**config.mk**
```make
export PLATFORM = sky130hd
export DESIGN_NAME = fgtp_front
export DESIGN_NICKNAME = d
export VERILOG_FILES = /design/src/sv/fgtp_pkg.sv /design/src/sv/fgtp_front.sv
export SDC_FILE = /design/constraint.sdc
export NUM_CORES = 1
export LEC_CHECK = 0
export ABC_AREA = 0
export BUFFER_PORTS_ARGS = -buffer_cell sky130_fd_sc_hd__buf_2
export CORE_MARGIN = 4
export CORE_UTILIZATION = 51
export CTS_CLUSTER_SIZE = 25
export DETAILED_ROUTE_END_ITERATION = 12
export HOLD_SLACK_MARGIN = 0.03
export MAX_ROUTING_LAYER = met4
export PLACE_DENSITY = 0.73
export SYNTH_ARGS = -nofsm -noshare
export SYNTH_HDL_FRONTEND = slang
export SYNTH_SLANG_ARGS = --single-unit
```
**constraint.sdc**
```tcl
create_clock -name aclk -period 8.07 [get_ports aclk]
set_input_delay 1.614 -clock aclk [delete_from_list [all_inputs] [get_ports aclk]]
set_output_delay 1.614 -clock aclk [all_outputs]
set_load 0.05 [all_outputs]
```
**src/sv/fgtp_pkg.sv**
```systemverilog
// Shared types, constants and helper functions of the grid truncation core.
// Depends on nothing; imported by every module of the block except the FIFO.
`default_nettype none

package fgtp_pkg;

    localparam int DIM_W          = 8;
    localparam int INV_W          = 48;
    localparam int IDX_W          = 21;
    localparam int CFG_INDEX_W    = 3;
    localparam int CFG_DATA_W     = 48;
    localparam int HALF_W         = 24;
    localparam int SQ_W           = 18;
    localparam int DEF_MAX_DIM    = 128;
    localparam int DEF_DATA_WIDTH = 32;
    localparam int QUEUE_DEPTH    = 4;
    localparam int OUT_DEPTH      = 8;

    localparam logic [CFG_INDEX_W-1:0] REG_COARSE_X = 3'd0;
    localparam logic [CFG_INDEX_W-1:0] REG_COARSE_Y = 3'd1;
    localparam logic [CFG_INDEX_W-1:0] REG_COARSE_Z = 3'd2;
    localparam logic [CFG_INDEX_W-1:0] REG_FINE_X   = 3'd3;
    localparam logic [CFG_INDEX_W-1:0] REG_FINE_Y   = 3'd4;
    localparam logic [CFG_INDEX_W-1:0] REG_FINE_Z   = 3'd5;
    localparam logic [CFG_INDEX_W-1:0] REG_INV_SIZE = 3'd6;

    localparam logic [DIM_W-1:0] RST_COARSE   = 8'd16;
    localparam logic [DIM_W-1:0] RST_FINE     = 8'd32;
    localparam logic [INV_W-1:0] RST_INV_SIZE = 48'd8589934592;

    typedef struct packed {
        logic [DIM_W-1:0] coarse_x;
        logic [DIM_W-1:0] coarse_y;
        logic [DIM_W-1:0] coarse_z;
        logic [DIM_W-1:0] fine_x;
        logic [DIM_W-1:0] fine_y;
        logic [DIM_W-1:0] fine_z;
    } fgtp_dims_t;

    // Effective dimension: bit 0 cleared, clamped to at least 2 and at most top.
    function automatic logic [DIM_W-1:0] eff_dim(input logic [DIM_W-1:0] raw,
                                                 input logic [DIM_W:0]   top);
        logic [DIM_W-1:0] d;
        d = {raw[DIM_W-1:1], 1'b0};
        if (d < DIM_W'(2)) begin
            d = DIM_W'(2);
        end
        if ({1'b0, d} > top) begin
            d = top[DIM_W-1:0];
        end
        return d;
    endfunction

endpackage

`default_nettype wire

```
**src/sv/fgtp_front.sv**
```systemverilog
// Front end: grid position counters, frequency folding, box and cutoff tests,
// and coarse index computation. Depends on fgtp_pkg; feeds the queue.
`default_nettype none

module fgtp_front #(
    parameter int MAX_DIM    = fgtp_pkg::DEF_MAX_DIM,
    parameter int DATA_WIDTH = fgtp_pkg::DEF_DATA_WIDTH,
    parameter int QDEPTH     = fgtp_pkg::QUEUE_DEPTH,
    parameter int QW         = fgtp_pkg::IDX_W + 1 + 2 * DATA_WIDTH
) (
    input  wire logic                        aclk,
    input  wire logic                        aresetn,
    input  wire fgtp_pkg::fgtp_dims_t        dims,
    input  wire logic                        restart,
    input  wire logic                        in_valid,
    output logic                             in_ready,
    input  wire logic [DATA_WIDTH-1:0]       in_re,
    input  wire logic [DATA_WIDTH-1:0]       in_im,
    input  wire logic [$clog2(QDEPTH+1)-1:0] q_count,
    output logic                             q_push,
    output logic      [QW-1:0]               q_data
);

    import fgtp_pkg::*;

    localparam int POS_W = (MAX_DIM > 2) ? $clog2(MAX_DIM) : 1;
    localparam int CNT_W = $clog2(QDEPTH + 1);
    localparam int SF_W  = DIM_W + 2;
    localparam int TOP   = (MAX_DIM / 2) * 2;
    localparam logic [DIM_W:0] TOP_DIM = (DIM_W + 1)'(TOP);

    typedef struct packed {
        logic             in_box;
        logic [DIM_W-1:0] cpos;
        logic [DIM_W-1:0] mag;
    } axis_t;

    function automatic axis_t map_axis(input logic [DIM_W-1:0] p,
                                       input logic [DIM_W-1:0] f,
                                       input logic [DIM_W-1:0] c);
        axis_t                   r;
        logic signed [SF_W-1:0]  fq;
        logic signed [SF_W-1:0]  h;
        logic signed [SF_W-1:0]  cp;
        logic signed [SF_W-1:0]  ab;
        h  = $signed({3'b000, c[DIM_W-1:1]});
        if (p < {1'b0, f[DIM_W-1:1]}) begin
            fq = $signed({2'b00, p});
        end else begin
            fq = $signed({2'b00, p}) - $signed({2'b00, f});
        end
        cp = fq[SF_W-1] ? fq + $signed({2'b00, c}) : fq;
        ab = fq[SF_W-1] ? -fq : fq;
        r.in_box = (fq >= -h) && (fq < h);
        r.cpos   = cp[DIM_W-1:0];
        r.mag    = ab[DIM_W-1:0];
        return r;
    endfunction

    logic [DIM_W-1:0] cx, cy, cz, fx, fy, fz;
    logic [POS_W-1:0] px_reg, px_next, py_reg, py_next, pz_reg, pz_next;
    logic             accept;
    logic [DIM_W-1:0] z_inc, y_inc, x_inc;
    axis_t            ax, ay, az;

    logic                  v1_reg, v2_reg;
    axis_t                 ax1_reg, ay1_reg, az1_reg;
    logic [DATA_WIDTH-1:0] re1_reg, im1_reg, re2_reg, im2_reg;
    logic                  box2_reg, keep2_reg;
    logic [2*DIM_W-1:0]    rowp2_reg;
    logic [DIM_W-1:0]      cpz2_reg;

    logic [2*DIM_W-1:0]    rowp;
    logic [SQ_W-1:0]       sq;
    logic [2*DIM_W-1:0]    hsq;
    logic                  keep;
    logic                  dims_equal;
    logic [3*DIM_W-1:0]    idx_full;
    logic [CNT_W:0]        load;

    always_comb begin
        cx = eff_dim(dims.coarse_x, TOP_DIM);
        cy = eff_dim(dims.coarse_y, TOP_DIM);
        cz = eff_dim(dims.coarse_z, TOP_DIM);
        fx = eff_dim(dims.fine_x, TOP_DIM);
        fy = eff_dim(dims.fine_y, TOP_DIM);
        fz = eff_dim(dims.fine_z, TOP_DIM);
    end

    assign load     = (CNT_W + 1)'(q_count) + (CNT_W + 1)'(v1_reg) + (CNT_W + 1)'(v2_reg);
    assign in_ready = (load < (CNT_W + 1)'(QDEPTH));
    assign accept   = in_valid && in_ready;

    assign ax = map_axis(DIM_W'(px_reg), fx, cx);
    assign ay = map_axis(DIM_W'(py_reg), fy, cy);
    assign az = map_axis(DIM_W'(pz_reg), fz, cz);

    always_comb begin
        z_inc   = DIM_W'(pz_reg) + DIM_W'(1);
        y_inc   = DIM_W'(py_reg) + DIM_W'(1);
        x_inc   = DIM_W'(px_reg) + DIM_W'(1);
        px_next = px_reg;
        py_next = py_reg;
        pz_next = pz_reg;
        if (restart) begin
            px_next = '0;
            py_next = '0;
            pz_next = '0;
        end else if (accept) begin
            if (z_inc >= fz) begin
                pz_next = '0;
                if (y_inc >= fy) begin
                    py_next = '0;
                    px_next = (x_inc >= fx) ? '0 : x_inc[POS_W-1:0];
                end else begin
                    py_next = y_inc[POS_W-1:0];
                end
            end else begin
                pz_next = z_inc[POS_W-1:0];
            end
        end
    end

    always_comb begin
        dims_equal = (cx == cy) && (cx == cz);
        rowp = (2 * DIM_W)'(ax1_reg.cpos) * (2 * DIM_W)'(cy) + (2 * DIM_W)'(ay1_reg.cpos);
        sq   = SQ_W'(ax1_reg.mag) * SQ_W'(ax1_reg.mag) + SQ_W'(ay1_reg.mag) * SQ_W'(ay1_reg.mag)
             + SQ_W'(az1_reg.mag) * SQ_W'(az1_reg.mag);
        hsq  = (2 * DIM_W)'(cx[DIM_W-1:1]) * (2 * DIM_W)'(cx[DIM_W-1:1]);
        keep = !dims_equal || (sq <= SQ_W'(hsq));
        idx_full = (3 * DIM_W)'(rowp2_reg) * (3 * DIM_W)'(cz) + (3 * DIM_W)'(cpz2_reg);
    end

    assign q_push = v2_reg && box2_reg;
    assign q_data = {im2_reg, re2_reg, keep2_reg, idx_full[IDX_W-1:0]};

    always_ff @(posedge aclk) begin
        if (!aresetn) begin
            px_reg <= '0;
            py_reg <= '0;
            pz_reg <= '0;
            v1_reg <= 1'b0;
            v2_reg <= 1'b0;
        end else begin
            px_reg <= px_next;
            py_reg <= py_next;
            pz_reg <= pz_next;
            v1_reg <= accept;
            v2_reg <= v1_reg;
        end
    end

    always_ff @(posedge aclk) begin
        ax1_reg   <= ax;
        ay1_reg   <= ay;
        az1_reg   <= az;
        re1_reg   <= in_re;
        im1_reg   <= in_im;
        box2_reg  <= ax1_reg.in_box && ay1_reg.in_box && az1_reg.in_box;
        keep2_reg <= keep;
        rowp2_reg <= rowp;
        cpz2_reg  <= az1_reg.cpos;
        re2_reg   <= re1_reg;
        im2_reg   <= im1_reg;
    end

endmodule

`default_nettype wire

```
==> impl_metrics.csv <==
group,metric,value,unit
run_status,status,"finished with violations",
run_status,violations,"setup timing",
pwr,ir_worst_vdd,0.227,mV
routing,vias,16900,
timing,rsz0062_at_grt,"yes",
cts,cts_hold_buffers,0,
cts,path_clk_slew,60,ps
cts,cts_buffer_depth,3,
setup_path,arrival,6690,ps
timing,setup_violations,5,
timing,slew_headroom,0.308,
routing,via_per_inst,5.23,
routing,ant_nets,0,
setup_path,critPathTopFamily,"adder cells",
timing,finalSetupTns,-767,ps
logic_synthesis,ys.flop_type,"dfxtp_1",
layout,multi_input_area,0.0165,sq mm
min_path,hold_class,"reg -> reg",
cts,cts_root_buffer,"clkbuf_16",
timing,min_period,8300,ps
placement,numPortBuffers,200,
logic_synthesis,synth.avg_cell_area,9.46,sq um
cts,cts_tree,"done",
grt,grt_pass1_wl,87.2,mm
pwr,total_power,0.00365,W
floorplan,fp-row-count,76,
logic_synthesis,synth_most_common_cell,"inv_1",
setup_path,cp-end-kind,"output pin",
placement,gp_routability_congestion,0.923,
setup_path,path_buf_inv,6,
setup_path,reg2regPathDepth,28,
timing,max_freq,0.120,GHz
setup_path,slowest_delay,610,ps
layout,final_util,0.595,
routing,maxUsedRoutingLayer,"met4",
timing,finalMaxSlewViolations,0,
logic_synthesis,synth_edf_count,0,
timing,hold_violations,0,
routing,wirelength,52.4,mm
logic_synthesis,yosysTopAreaCell,"fa_1",
logic_synthesis,async_flop_share,0,
pwr,p_per_area,142,mW/mm^2
setup_path,crit_fanout,6,
setup_path,r2r_start,"ay1_reg[2]",
setup_path,worstPathCellList,"buf_8 -> or4_4 -> nor2_4 -> nor2_2 -> nor2_2 -> buf_6 -> and2_4 -> ha_4 -> inv_2 -> fa_1 -> inv_1 -> fa_1 -> fa_1 -> ha_4 -> o21a_1 -> o31a_1 -> o211ai_1 -> a21oi_2 -> o31ai_4 -> buf_4 -> o21bai_1 -> a21oi_2 -> xnor2_2 -> buf_6",
min_path,hold_path_depth,0,
placement,dp.cells,3177,
routing,drt_iter0_drc,882,
logic_synthesis,yosys_register_bits,225,
routing,drcViolationCount,0,
cts,clkLatencyLatePin,550,ps
grt,grt_pass1_vias,17900,
routing,routed-wl-met2,25.8,mm
pwr,p_leak,13.5,nW
floorplan,core_area,0.0433,sq mm
layout,area_delta_synth_final,14.8,%
logic_synthesis,ys_seq_area_frac,0.201,
floorplan,start_util,0.518,
timing,worstMarginPinSlew,1040,ps
setup_path,criticalPathCategory,"in -> out",
floorplan,ioPinCount,207,
logic_synthesis,synth.cell_area,0.0224,sq mm
layout,final_net_count,3349,
layout,seqCellArea,0.00450,sq mm
grt,antenna_found_initial,3,
timing,skew,23.3,ps
grt,track_usage,0.230,
placement,hpwl,43.9,mm
floorplan,fp.dieW,218,microns
logic_synthesis,yosysTopAreaCellShare,0.237,
logic_synthesis,ys_types,76,
timing,fin_crit_sh,1.03,
cts,cts_sinks,225,
floorplan,dieArea,0.0474,sq mm
routing,wire_per_inst,16.2,microns
grt,grt_max_degree,19,
routing,m1WireLength,21.8,mm
timing,whs,319,ps
routing,drt_first_pass_iters,5,
layout,stdcell_count,3237,
routing,wl_met3,3.28,mm
setup_path,cp_slowest_cell,"fa_1",
timing,layout_setup_ws,-230,ps
floorplan,die_h,218,microns
setup_path,cp-start-kind,"primary input",
cts,htreeDepth,1,
setup_path,worstPathRequired,6460,ps
cts,cts_buffers,25,
logic_synthesis,synthCells,2370,
logic_synthesis,ys_top_cells_by_area,"fa_1 24%, dfxtp_1 20%, ha_1 19%",
setup_path,ff2ff_setup_slack,400,ps
min_path,hold_end,"im2_reg[9]",
grt,grt_overflow,0,
flow_run,drv_cap,0,
logic_synthesis,synth_warnings,0,
setup_path,cp_common_cell,"fa_1",
min_path,hp-start,"im1_reg[9]",
logic_synthesis,synth_commonest_cells,"394 x inv_1, 336 x ha_1, 265 x fa_1",
layout,drive_above_1_share,0.143,
setup_path,r2r_end,"keep2_reg",
layout,fillerInstances,3659,
-- placed cells by master, fill, tap and decap left out, types with 8 or more instances in the layout --
cell	count
a211oi_1	9
a21o_1	36
a21oi_1	70
and2_1	148
and3_1	14
buf_2	191
buf_4	65
buf_6	12
clkbuf_1	8
clkbuf_16	25
conb_1	12
dfxtp_1	225
fa_1	264
ha_1	328
inv_1	389
inv_2	14
mux2i_1	26
nand2_1	181
nand2b_1	14
nand3_1	33
nor2_1	90
nor2b_1	38
nor3_1	50
o211ai_1	11
o21a_1	29
o21ai_0	18
o21ai_1	31
o21bai_1	15
or3_1	10
xnor2_1	92
xor2_1	30
-- cells by family after synthesis --
logic type,Yosys count,synth area share
AO/OA/AOI/OAI,301,0.0910
XOR/XNOR,128,0.0500
adder cells (fa/ha/maj),601,0.424
buffers and inverters,451,0.0761
flip-flops,225,0.201
multiplexers,34,0.0156
other,2,0.000335
AND/OR/NAND/NOR,628,0.142
-- report_power, final --
part / switching (W) / internal (W) / total [W] / leakage [nW]
clock: 0.000476 / 0.000696 / 0.00117 / 0.402
sequential: 0.0000621 / 0.00117 / 0.00124 / 1.87
combinational: 0.000747 / 0.000493 / 0.00124 / 11.3
total: 0.00128 / 0.00236 / 0.00365 / 13.5
-- layer usage --
layer  up-vias  GRT usage
met5         -          -
met4         0     0.0632
met3        82     0.0361
met2       482      0.393
met1      8193      0.286
li1       8187          -
-- cell type report --
| class | count | area share |
|---|---|---|
| repair buffers | 269 | 0.0619 |
| clock inverters | 11 | 0.00612 |
| clock buffers | 35 | 0.0265 |
| diodes | 4 | 0.000389 |
| inverters | 404 | 0.0589 |
| multi-input cells | 1704 | 0.643 |
| well taps | 585 | 0.0284 |
| flip-flops and latches | 225 | 0.175 |
-- how the worst max path moves through the flow --
stage	from	end	slack, ps	cells after the start
3_3_place_gp	dims[29]	q_data[20]	-440	25
6_report	dims[29]	q_data[18]	-230	24
4_1_cts	dims[27]	q_data[20]	-160	25
2_1_floorplan	dims[29]	q_data[20]	-30	21
5_1_grt	dims[29]	q_data[18]	-450	24
3_5_place_dp	dims[29]	q_data[20]	-480	22
-- stage by stage --
step           setup slack (ps)  area [sq um]
2_1_floorplan             -25.4         22500
6_report                   -230         25700
4_1_cts                    -160         25600
3_5_place_dp               -477         24500
5_1_grt                    -445         25700
3_3_place_gp               -440         24500
-- repair_timing --
| item | CTS | global route |
|---|---|---|
| resized for setup | 41 | 23 |
| pin swaps | 31 | 20 |
| setup endpoints to repair | 7 | 9 |
| buffers inserted | 5 | 5 |
(Power assumes the default switching activity.)
