**src/sv/fgtp_fifo.sv**
```systemverilog
// Small register-based FIFO used as the front-to-back queue and output buffer.
// Depends on nothing; DEPTH must be a power of two.
`default_nettype none

module fgtp_fifo #(
    parameter int WIDTH = 8,
    parameter int DEPTH = 4
) (
    input  wire logic                       aclk,
    input  wire logic                       aresetn,
    input  wire logic                       push,
    input  wire logic [WIDTH-1:0]           push_data,
    input  wire logic                       pop,
    output logic      [WIDTH-1:0]           pop_data,
    output logic                            empty,
    output logic      [$clog2(DEPTH+1)-1:0] count
);

    localparam int AW = $clog2(DEPTH);
    localparam int CW = $clog2(DEPTH + 1);

    logic [WIDTH-1:0] mem_reg [DEPTH];
    logic [AW-1:0]    wr_ptr_reg, wr_ptr_next;
    logic [AW-1:0]    rd_ptr_reg, rd_ptr_next;
    logic [CW-1:0]    count_reg, count_next;
    logic             do_push, do_pop;

    assign do_push  = push && (count_reg != CW'(DEPTH));
    assign do_pop   = pop && (count_reg != '0);
    assign empty    = (count_reg == '0);
    assign count    = count_reg;
    assign pop_data = mem_reg[rd_ptr_reg];

    always_comb begin
        wr_ptr_next = do_push ? wr_ptr_reg + AW'(1) : wr_ptr_reg;
        rd_ptr_next = do_pop ? rd_ptr_reg + AW'(1) : rd_ptr_reg;
        count_next  = count_reg + CW'(do_push) - CW'(do_pop);
    end

    always_ff @(posedge aclk) begin
        if (!aresetn) begin
            wr_ptr_reg <= '0;
            rd_ptr_reg <= '0;
            count_reg  <= '0;
        end else begin
            wr_ptr_reg <= wr_ptr_next;
            rd_ptr_reg <= rd_ptr_next;
            count_reg  <= count_next;
        end
    end

    always_ff @(posedge aclk) begin
        if (do_push) begin
            mem_reg[wr_ptr_reg] <= push_data;
        end
    end

endmodule

`default_nettype wire

```
**config.mk**
```make
export PLATFORM = sky130hd
export DESIGN_NAME = fgtp_fifo
export DESIGN_NICKNAME = d
export VERILOG_FILES = /design/src/sv/fgtp_fifo.sv
export SDC_FILE = /design/constraint.sdc
export NUM_CORES = 1
export LEC_CHECK = 0
export BUFFER_PORTS_ARGS = -buffer_cell sky130_fd_sc_hd__buf_4
export CAP_MARGIN = 20
export CORE_MARGIN = 4
export CORE_UTILIZATION = 48
export DETAILED_ROUTE_END_ITERATION = 12
export PLACE_DENSITY_LB_ADDON = 0.12
export SETUP_SLACK_MARGIN = 0.1
export SYNTH_ARGS = -nofsm -noshare
export SYNTH_HDL_FRONTEND = slang
export SYNTH_SLANG_ARGS = --single-unit
```
**constraint.sdc**
```tcl
create_clock -name aclk -period 3.04 [get_ports aclk]
set_clock_uncertainty 0.05 [all_clocks]
set_input_delay 0.608 -clock aclk [delete_from_list [all_inputs] [get_ports aclk]]
set_output_delay 0.608 -clock aclk [all_outputs]
set_load 0.1 [all_outputs]
```
==> results.md, run 1 <==
* VDD IR max at 0.563 mV
* Post-route setup TNS at 0 ns
* First-pass GRT wire length at approximately 4 mm
* Max-Cap Viols at 0
* CP Depth at 2
* Met1 Track Usage GR at 0.140
* Clk Latency, worst-skew pair at 0.33 ns
* Slowest library cell on the worst path: dfxtp_1
* TritonCTS clock tree: done
* Grt ovf at 0
* Yosys warns at 0
* Setup crit end: pop_data[1]
* Largest register FFs at 32
* Vias in the first global route at ~870
* Vias at roughly 820
* Req. time, crit path at ~2.4 ns
* Post-DR vias/cell at 5.01
* Crit path buf inv count at 1
* Top_reg_cell synth: edfxtp_1
* TritonRoute pass-1 iters at 4
* CTS max path bufs at 2
* Post-Syn Instances at about 90
* Initial Util at 0.515
* Die Span Y at around 66 um
* Capturing point of the worst reg2reg path: count[2]$_SDFF_PN0_
* Initial antenna violation count at 0
* Crit path cell chain: mux4_2 -> buf_4
* Final setup fails at 0
* Share of the synthesized area in the top cell type at 0.591
* Rows at 20
* CP delay by family, top: flip-flops
* Initial DRC Count at 62
* FF-to-FF path depth at 11
* DIE AREA at between 4000 and 5000 um2
* Post-Syn Area at 1630 um2
* Number of port buffers at 23
* Asr flop ratio synth at 0
* Fin crit share at 0.831
* CP max FO at 8
* Post-synth top cells: 32 x edfxtp_1, 9 x dfxtp_1, 8 x mux4_2
* Share of cells above drive strength 1 at 0.370
* Core Footprint at approximately 3200 um2
* R2R Setup Slk at 0.80 ns
* Min-delay worst type: input pin to flip-flop
* Yosys cell types at 20
* Antenna-violating nets left at 0
* GPL Wtd Cong at about 0.67
* Sink Count at between 40 and 50
* Fin nets at 137
* CTS H-tree depth at 2
* Crit Path Category: flip-flop to output pin
* Area growth syn-to-layout at 17.5%
* RSZ-0062 raised after global routing: false
* Die width at roughly 66 um
* Post CTS Setup Buffer Count at 0
* Wirelength per Cell at between 15 and 20 um
* # DRC at 0
* Crit-path max cell delay at 0.70 ns
* CTS Root Cell: clkbuf_4
* Pwr Total at 1860 uW
* Final wirelength at 2.45 mm
* Final Hold Vio Count at 0
* FF-to-FF Start: count[1]$_SDFF_PN0_
* Clock Pin Slew Worst Setup and Hold Paths at around 0.11 ns
* Status: completed
* Ant. Diodes at 0
* Mapped Nets at between 100 and 150
* Busiest grt layer: met2
* Leading area contributor after synthesis: edfxtp_1
* Io pins at 24
* Max Clock Freq at roughly 400 MHz
* Syn avg cell area at approximately 18 um2
* CTS Buf Count at 5
* Met3 GRT Util at 0.0459
* Met2 Use GR at 0.224
* Synth Register Bits at between 40 and 50
* Final Max Tran Viols at 0
* Worst setup EP type: output pin
* Worst slew pin tran at 0.572 ns
* Power per cell area at just under 1000 nW/um2
* EDFF count, synth at 32
* Worst path arrival time at around 1.9 ns
* Sequential area share after synthesis at 0.702
* Static Leakage at 0.000687 uW
* Top cells by area, synth: edfxtp_1 59%, dfxtp_1 11%, mux4_2 11%
* Aggregate global-route resource usage at 0.130
* Slew headroom at 0.618
* Tmin final at 2.53 ns
* Post-CTS sizing at 0
* Startpoint Class: flip-flop
* Most used standard cell by instance count after synthesis: edfxtp_1
* Largest net degree at the start of global routing at 13
* Hold-fix buffers, CTS at 0
power by group:
part           internal, uW  switching [uW]
sequential              692            73.1
combinational           230             614
clock                  88.2             160
layout by cell type (no fill, tap or decap):
master,n
edfxtp_1,32
buf_4,23
mux4_2,8
and2_1,6
nand2_1,6
ha_1,6
dfxtp_1,6
inv_1,5
clkbuf_4,5
o21ai_0,3
dfxtp_4,3
nor2b_1,2
mux2i_1,2
xnor2_1,2
clkinv_2,2
nor3_4,1
nor2_1,1
a21boi_2,1
nand4bb_1,1
or3_1,1
a21boi_1,1
fa_2,1
clkbuf_1,1
area by class of cell:
type	instances	area (um2)
fill	258	1240
sequential	41	1150
multi-input combinational	42	459
timing repair buffer	23	173
tap	44	55.1
clock buffer	6	41.3
inverter	5	18.8
clock inverter	2	10.0
worst min path at each step:
stage | start | end | slack [ns] | cells past startpoint
2_1_floorplan | rd_ptr_reg[1]$_SDFFE_PN0P_ | flip-flop | 0.41 | 2
5_1_grt | push_data[3] | mem_reg[2][3]$_DFFE_PP_ | 0.39 | 1
3_3_place_gp | rd_ptr_reg[1]$_SDFFE_PN0P_ | rd_ptr_reg[1]$_SDFFE_PN0P_ | 0.42 | 2
6_report | push_data[2] | mem_reg[1][2]$_DFFE_PP_ | 0.42 | 1
4_1_cts | push_data[2] | mem_reg[1][2]$_DFFE_PP_ | 0.40 | 1
3_5_place_dp | rd_ptr_reg[1]$_SDFFE_PN0P_ | flip-flop | 0.43 | 2
per-layer routing:
metal  wire, um  up-vias
li1           -      391
met3        115        4
met2       1320       20
met1        984      402
met4         36        0
met5          0        -
cell families (layout without fill, tap and decap cells):
family / after synthesis / count (layout) / synth area share
simple gates: 18 / 18 / 0.0639
mux: 10 / 10 / 0.123
flops: 41 / 41 / 0.702
compound gates: 5 / 5 / 0.0208
buf+inv: 8 / 36 / 0.0208
xor+xnor: 2 / 2 / 0.0108
fa+ha+maj: 7 / 7 / 0.0585
metrics by stage:
step / util / cell area, um2 / instances / setup slack, ns / hold slack, ns
6_report: 0.606 / 1910 / 163 / 0.514 / 0.418
5_1_grt: 0.606 / 1910 / 163 / 0.368 / 0.393
4_1_cts: 0.606 / 1910 / 163 / 0.438 / 0.402
3_5_place_dp: 0.589 / 1860 / 155 / 0.558 / 0.434
3_3_place_gp: 0.589 / 1860 / 155 / 0.633 / 0.416
2_1_floorplan: - / 1650 / 91 / 0.102 / 0.406
Power figures use the tool's default switching activity.
==> inputs of run 2 (changes only) <==
==> constraint.sdc (replaced) <==
create_clock -name aclk -period 2.4 [get_ports aclk]
set_clock_uncertainty 0.05 [all_clocks]
set_input_delay 0.48 -clock aclk [delete_from_list [all_inputs] [get_ports aclk]]
set_output_delay 0.48 -clock aclk [all_outputs]
set_load 0.1 [all_outputs]
==> run 2 against run 1 <==
Net effect:
- critical path depth grew 8
- sequential power grew 23%
- die area is the same
- hold slack lost 0.12 ns
- critical endpoint is now count[2]$_SDFF_PN0_
- largest power group unchanged
==> results.md, run 2 (synthesized netlist as in run 1, its figures left out) <==
* Register area at between 1000 and 1500 um2
* TritonRoute pass-1 iters at 2
* Antenna-violating nets left at 0
* Clock Pin Slew Worst Setup and Hold Paths at 0.11 ns
* Initial antenna violation count at 0
* Placed cell area at roughly 1900 um2
* Aggregate global-route resource usage at 0.127
* CP max FO at 5
* Req. time, crit path at 2.58 ns
* Multi-input logic area at roughly 460 um2
* CTS Root Cell: clkbuf_4
* Area growth syn-to-layout at 19.3%
* Hold-fix buffers, CTS at 0
* Initial DRC Count at 26
* Die width at approximately 66 um
* Final Max Tran Viols at 0
* Clk Latency, worst-skew pair at between 0.3 and 0.4 ns
* Fin crit share at 0.905
* Post-DR vias/cell at just under 5
* Cells after DPL at ~160
* Io pins at 24
* Max-Cap Viols at 0
* Final Cell Area at roughly 1900 um2
* DIE AREA at roughly 4400 um2
* Worst slew pin tran at 0.431 ns
* Post-route setup TNS at 0 ns
* RSZ-0062 raised after global routing: false
* Crit-path max cell delay at 0.39 ns
* # DRC at 0
* Worst setup EP type: flip-flop
* Fin worst setup slack at 0.229 ns
* Tmin final at ~2.2 ns
* Slowest library cell on the worst path: dfxtp_4
* Fin nets at 140
* Final Hold Vio Count at 0
* Dpl hpwl at approximately 1.7 mm
* Pre-CTS setup slack at 0.187 ns
* VDD IR max at around 0.93 mV
* Initial Util at 0.515
* Max Clock Freq at 461 MHz
* Share of cells above drive strength 1 at 0.377
* Static Leakage at between 0.0007 and 0.0008 uW
* Rows at 20
* CTS max path bufs at 2
* Vias in the first global route at about 880
* Final setup fails at 0
* CTS Buf Count at 5
* Largest register FFs at 32
* TritonCTS clock tree: done
* CTS H-tree depth at 2
* Power per cell area at between 1000 and 1500 nW/um2
* Wirelength per Cell at 14.6 um
* GPL Wtd Cong at ~0.7
* FILL cells at roughly 260
* Slew headroom at 0.712
* Vias at 814
* Final wirelength at roughly 2.4 mm
* Largest net degree at the start of global routing at 13
* Fin cells at about 170
* Crit Path Category: flip-flop to flip-flop
* Crit path cell chain: nor3_4 -> nor2b_1 -> ha_1 -> inv_1 -> ha_1 -> inv_1 -> fa_2 -> xnor2_1 -> xnor2_1 -> and2_1
* First-pass GRT wire length at 3.95 mm
* Grt ovf at 0
* Worst path arrival time at 2.35 ns
* Startpoint Class: flip-flop
* Ant. Diodes at 0
* Most common cell after layout, fill and taps aside: edfxtp_1
* Die Span Y at between 60 and 70 um
* Post-CTS sizing at 0
* Core Footprint at 3150 um2
* Number of port buffers at 23
* Status: completed
* Sink Count at 41
* Commonest cells after routing, fill and taps aside: 32 x edfxtp_1, 26 x buf_4, 8 x mux4_2
* Min-delay worst type: input pin to flip-flop
==> run 2: cell types whose count changed in the layout (fill, tap and decap cells not counted) <==
cell and change:
buf_4 +3, clkinv_2 -2, clkbuf_1 +1, clkbuf_8 +1
==> run 2: layout make-up <==
| cell class | instances | share of cell area |
|---|---|---|
| Sequential cell | 41 | 0.594 |
| Multi-Input combinational cell | 42 | 0.237 |
| Timing Repair Buffer | 26 | 0.101 |
| Clock buffer | 8 | 0.0303 |
| Tap cell | 44 | 0.0284 |
| Inverter | 5 | 0.00968 |
==> run 2: power by group <==
group	leakage (uW)	internal (uW)	switching [uW]
Sequential	0.000369	877	65.0
Clock	0.0000326	145	187
Combinational	0.000301	316	809
Total	0.000703	1340	1060
==> run 2: worst paths after layout <==
check / end / cells after the start / slack [ns] / startpoint
hold reg to reg: rd_ptr_reg[1]$_SDFFE_PN0P_ / 2 / 0.45 / rd_ptr_reg[1]$_SDFFE_PN0P_
setup reg to reg: count[2]$_SDFF_PN0_ / 10 / 0.23 / count[1]$_SDFF_PN0_
setup / recovery: count[2]$_SDFF_PN0_ / 10 / 0.23 / count[1]$_SDFF_PN0_
hold / removal: mem_reg[0][7]$_DFFE_PP_ / 1 / 0.30 / push_data[7]
==> run 2: stage by stage <==
step	utilization	power [uW]	hold WS (ns)
global placement	0.594	2060	0.422
detailed placement	0.594	2080	0.437
finish	0.615	2400	0.299
CTS	0.613	2420	0.280
global route	0.615	2520	0.275
floorplan	-	1860	0.406
==> run 2: routing by layer <==
layer,GRT usage,routed length (um),vias up
met5,0,0,-
met4,0.0533,27,0
met3,0.0391,103,4
met2,0.228,1270,20
met1,0.138,1030,388
li1,-,-,402
==> run 2: critical path, delay by kind of cell (launching register included) <==
family / cells / cell delay, ns
xor gates and xnor gates: 2 / 0.26
adders and majority gates: 3 / 0.77
buffers and inverters: 2 / 0.11
DFF: 1 / 0.39
and+or+nand+nor: 3 / 0.48
==> run 2: what timing repair did <==
| action | in CTS | in global routing |
|---|---|---|
| hold endpoints to repair | 0 | 0 |
| endpoints found under the setup margin | 0 | 1 |
| buffers inserted | 0 | 1 |
==> inputs of run 3 (changes only) <==
--- a/config.mk
+++ b/config.mk
@@ -5,10 +5,10 @@
 export SDC_FILE = /design/constraint.sdc
 export NUM_CORES = 1
 export LEC_CHECK = 0
-export BUFFER_PORTS_ARGS = -buffer_cell sky130_fd_sc_hd__buf_4
+export BUFFER_PORTS_ARGS = -buffer_cell sky130_fd_sc_hd__buf_2
 export CAP_MARGIN = 20
 export CORE_MARGIN = 4
-export CORE_UTILIZATION = 48
+export CORE_UTILIZATION = 49
 export DETAILED_ROUTE_END_ITERATION = 12
 export PLACE_DENSITY_LB_ADDON = 0.12
 export SETUP_SLACK_MARGIN = 0.1
==> constraint.sdc (replaced) <==
create_clock -name aclk -period 1.8 [get_ports aclk]
set_clock_uncertainty 0.05 [all_clocks]
set_input_delay 0.36 -clock aclk [delete_from_list [all_inputs] [get_ports aclk]]
set_output_delay 0.36 -clock aclk [all_outputs]
set_load 0.1 [all_outputs]
==> run 3 against run 2 <==
Net effect:
- the run now ends with negative setup slack left
- sequential power rose by 32%
- clock power is 69% higher
- register-to-register slack worse by 0.50 ns
- die area down 1.8%
- combinational power up 59%
- sequential cell count unchanged
- first-iteration DRC count unchanged
- critical path type unchanged
==> results.md, run 3 (synthesized netlist as in run 1, its figures left out) <==
* FF-to-FF Start: count[2]$_SDFF_PN0_
* Min-delay worst type: input pin to flip-flop
* Most frequent CP cell: ha_1
* FILL cells at 236
* VDD IR max at between 1 and 1.5 mV
* Clock Pin Slew Worst Setup and Hold Paths at between 0.1 and 0.15 ns
* Post-DR vias/cell at between 4 and 5
* Max-Cap Viols at 0
* DIE AREA at 4300 um2
* First-pass GRT wire length at about 4.4 mm
* Ant. Diodes at 0
* Crit path cell chain: nor3_4 -> nor2b_2 -> ha_1 -> inv_1 -> ha_1 -> inv_2 -> fa_2 -> xnor2_2 -> xnor2_1 -> and2_1
* Fin cells at 178
* Wirelength per Cell at between 10 and 15 um
* HP Start: push_data[6]
* Final setup fails at 10
* CTS H-tree depth at 2
* Core Footprint at approximately 3100 um2
* Pre-CTS setup slack at -0.301 ns
* GPL Wtd Cong at between 0.6 and 0.7
* Final Max Tran Viols at 0
* Fin crit share at 1.15
* Final wirelength at ~2.5 mm
* Crit path buf inv count at 2
* Rows at 20
* Clk Latency, worst-skew pair at between 0.3 and 0.4 ns
* Die width at ~66 um
* CP max FO at 3
* CTS Buf Count at 5
* Crit-path max cell delay at between 0.3 and 0.4 ns
* Startpoint Class: flip-flop
* Dpl hpwl at approximately 1.8 mm
* Critical Path Start: count[2]$_SDFF_PN0_
* Grt ovf at 0
* Io pins at 24
* Vias in the first global route at 941
* Cells after DPL at between 150 and 200
* Static Leakage at around 0.00079 uW
* Status: finished with violations
* Die Span Y at approximately 66 um
* CTS max path bufs at 2
* Most common cell after layout, fill and taps aside: edfxtp_1
* Area growth syn-to-layout at 29.4%
* Power per cell area at between 1500 and 2000 nW/um2
* Fin worst setup slack at -0.271 ns
* Initial antenna violation count at 0
* Initial DRC Count at 26
* Number of port buffers at 23
* CTS Root Cell: clkbuf_4
* Worst slew pin tran at around 0.48 ns
* Largest register FFs at 32
* Max Clock Freq at a little under 500 MHz
* Share of cells above drive strength 1 at 0.463
* Slowest library cell on the worst path: dfxtp_4
* Fin nets at about 150
* Slew headroom at 0.680
* Hold-fix buffers, CTS at 0
* Commonest cells after routing, fill and taps aside: 32 x edfxtp_1, 14 x buf_4, 12 x buf_2, 8 x mux4_2, 7 x buf_6
* Worst path arrival time at between 2 and 2.5 ns
* Largest net degree at the start of global routing at 13
* TritonCTS clock tree: done
* Sink Count at 41
* Final Hold Vio Count at 0
* Crit Path Category: flip-flop to flip-flop
* Initial Util at 0.524
* Vias at 865
* Tmin final at 2.07 ns
* Req. time, crit path at between 1.5 and 2 ns
* TritonRoute pass-1 iters at 4
* Antenna-violating nets left at 0
* Failing checks: negative setup slack
* CP delay by family, top: adder cells
* RSZ-0062 raised after global routing: true
* Aggregate global-route resource usage at 0.147
* # DRC at 0
* Worst setup EP type: flip-flop
[run 3: cell count changes in the layout (fill, tap and decap cells not counted), moves of 4 or more]
cell	previous run	this run
buf_4	26	14
buf_2	0	12
buf_12	0	4
buf_6	0	7
[run 3: stage by stage]
| step | instance area, um2 | util | hold WS [ns] | power, uW | setup TNS [ns] |
|---|---|---|---|---|---|
| global route | 2100 | 0.678 | 0.157 | 3770 | -2.14 |
| floorplan | 1650 | - | 0.406 | 2490 | -2.75 |
| CTS | 2120 | 0.684 | 0.165 | 3700 | -1.83 |
| finish | 2100 | 0.678 | 0.185 | 3580 | -1.39 |
| global placement | 1940 | 0.625 | 0.420 | 2850 | -0.264 |
| detailed placement | 1940 | 0.625 | 0.425 | 2890 | -0.383 |
[run 3: worst reg2reg max path, stage by stage (launching register included)]
cell and delay (ns):
dfxtp_4 0.38, nor3_4 0.18, nor2b_2 0.07, ha_1 0.29
inv_1 0.06, ha_1 0.14, inv_2 0.04, fa_2 0.35
xnor2_2 0.15, xnor2_1 0.13, and2_1 0.15
[run 3: where the power goes]
| group | total, uW | leakage (uW) | switching (uW) | internal, uW |
|---|---|---|---|---|
| sequential | 1240 | 0.000369 | 70.4 | 1170 |
| clock | 558 | 0.0000399 | 269 | 289 |
| combinational | 1780 | 0.000382 | 1150 | 630 |
[run 3: path summary, 6_finish.rpt]
path / to / slack [ns] / cells after the start
worst max register to register: count[2]$_SDFF_PN0_ / -0.27 / 10
worst min register to register: flip-flop / 0.44 / 2
worst min-delay path: mem_reg[2][6]$_DFFE_PP_ / 0.18 / 1
worst max-delay path: count[2]$_SDFF_PN0_ / -0.27 / 10
[run 3: routing by layer]
| layer | routed length [um] | part of all wire | GRT usage |
|---|---|---|---|
| met4 | 35 | 0.014 | 0.0544 |
| met3 | 137 | 0.054 | 0.0547 |
| met2 | 1420 | 0.56 | 0.272 |
| met1 | 951 | 0.37 | 0.147 |
| met5 | 0 | 0 | 0 |
[run 3: cell type report]
cell class / instances / area (um2) / area share
clock buffer: 6 / 41.3 / 0.0196
clock inverter: 2 / 33.8 / 0.0161
inverter: 5 / 18.8 / 0.00892
multi-input combinational: 42 / 469 / 0.223
sequential: 41 / 1150 / 0.548
tap: 44 / 55.1 / 0.0262
timing repair buffer: 38 / 332 / 0.158
[run 3: what timing repair did]
item	CTS	global route
resized for setup	22	2
setup endpoints to repair	11	14
endpoints found under the hold margin	0	0
cloned	0	0
buffers inserted	5	2
pin swaps	2	1
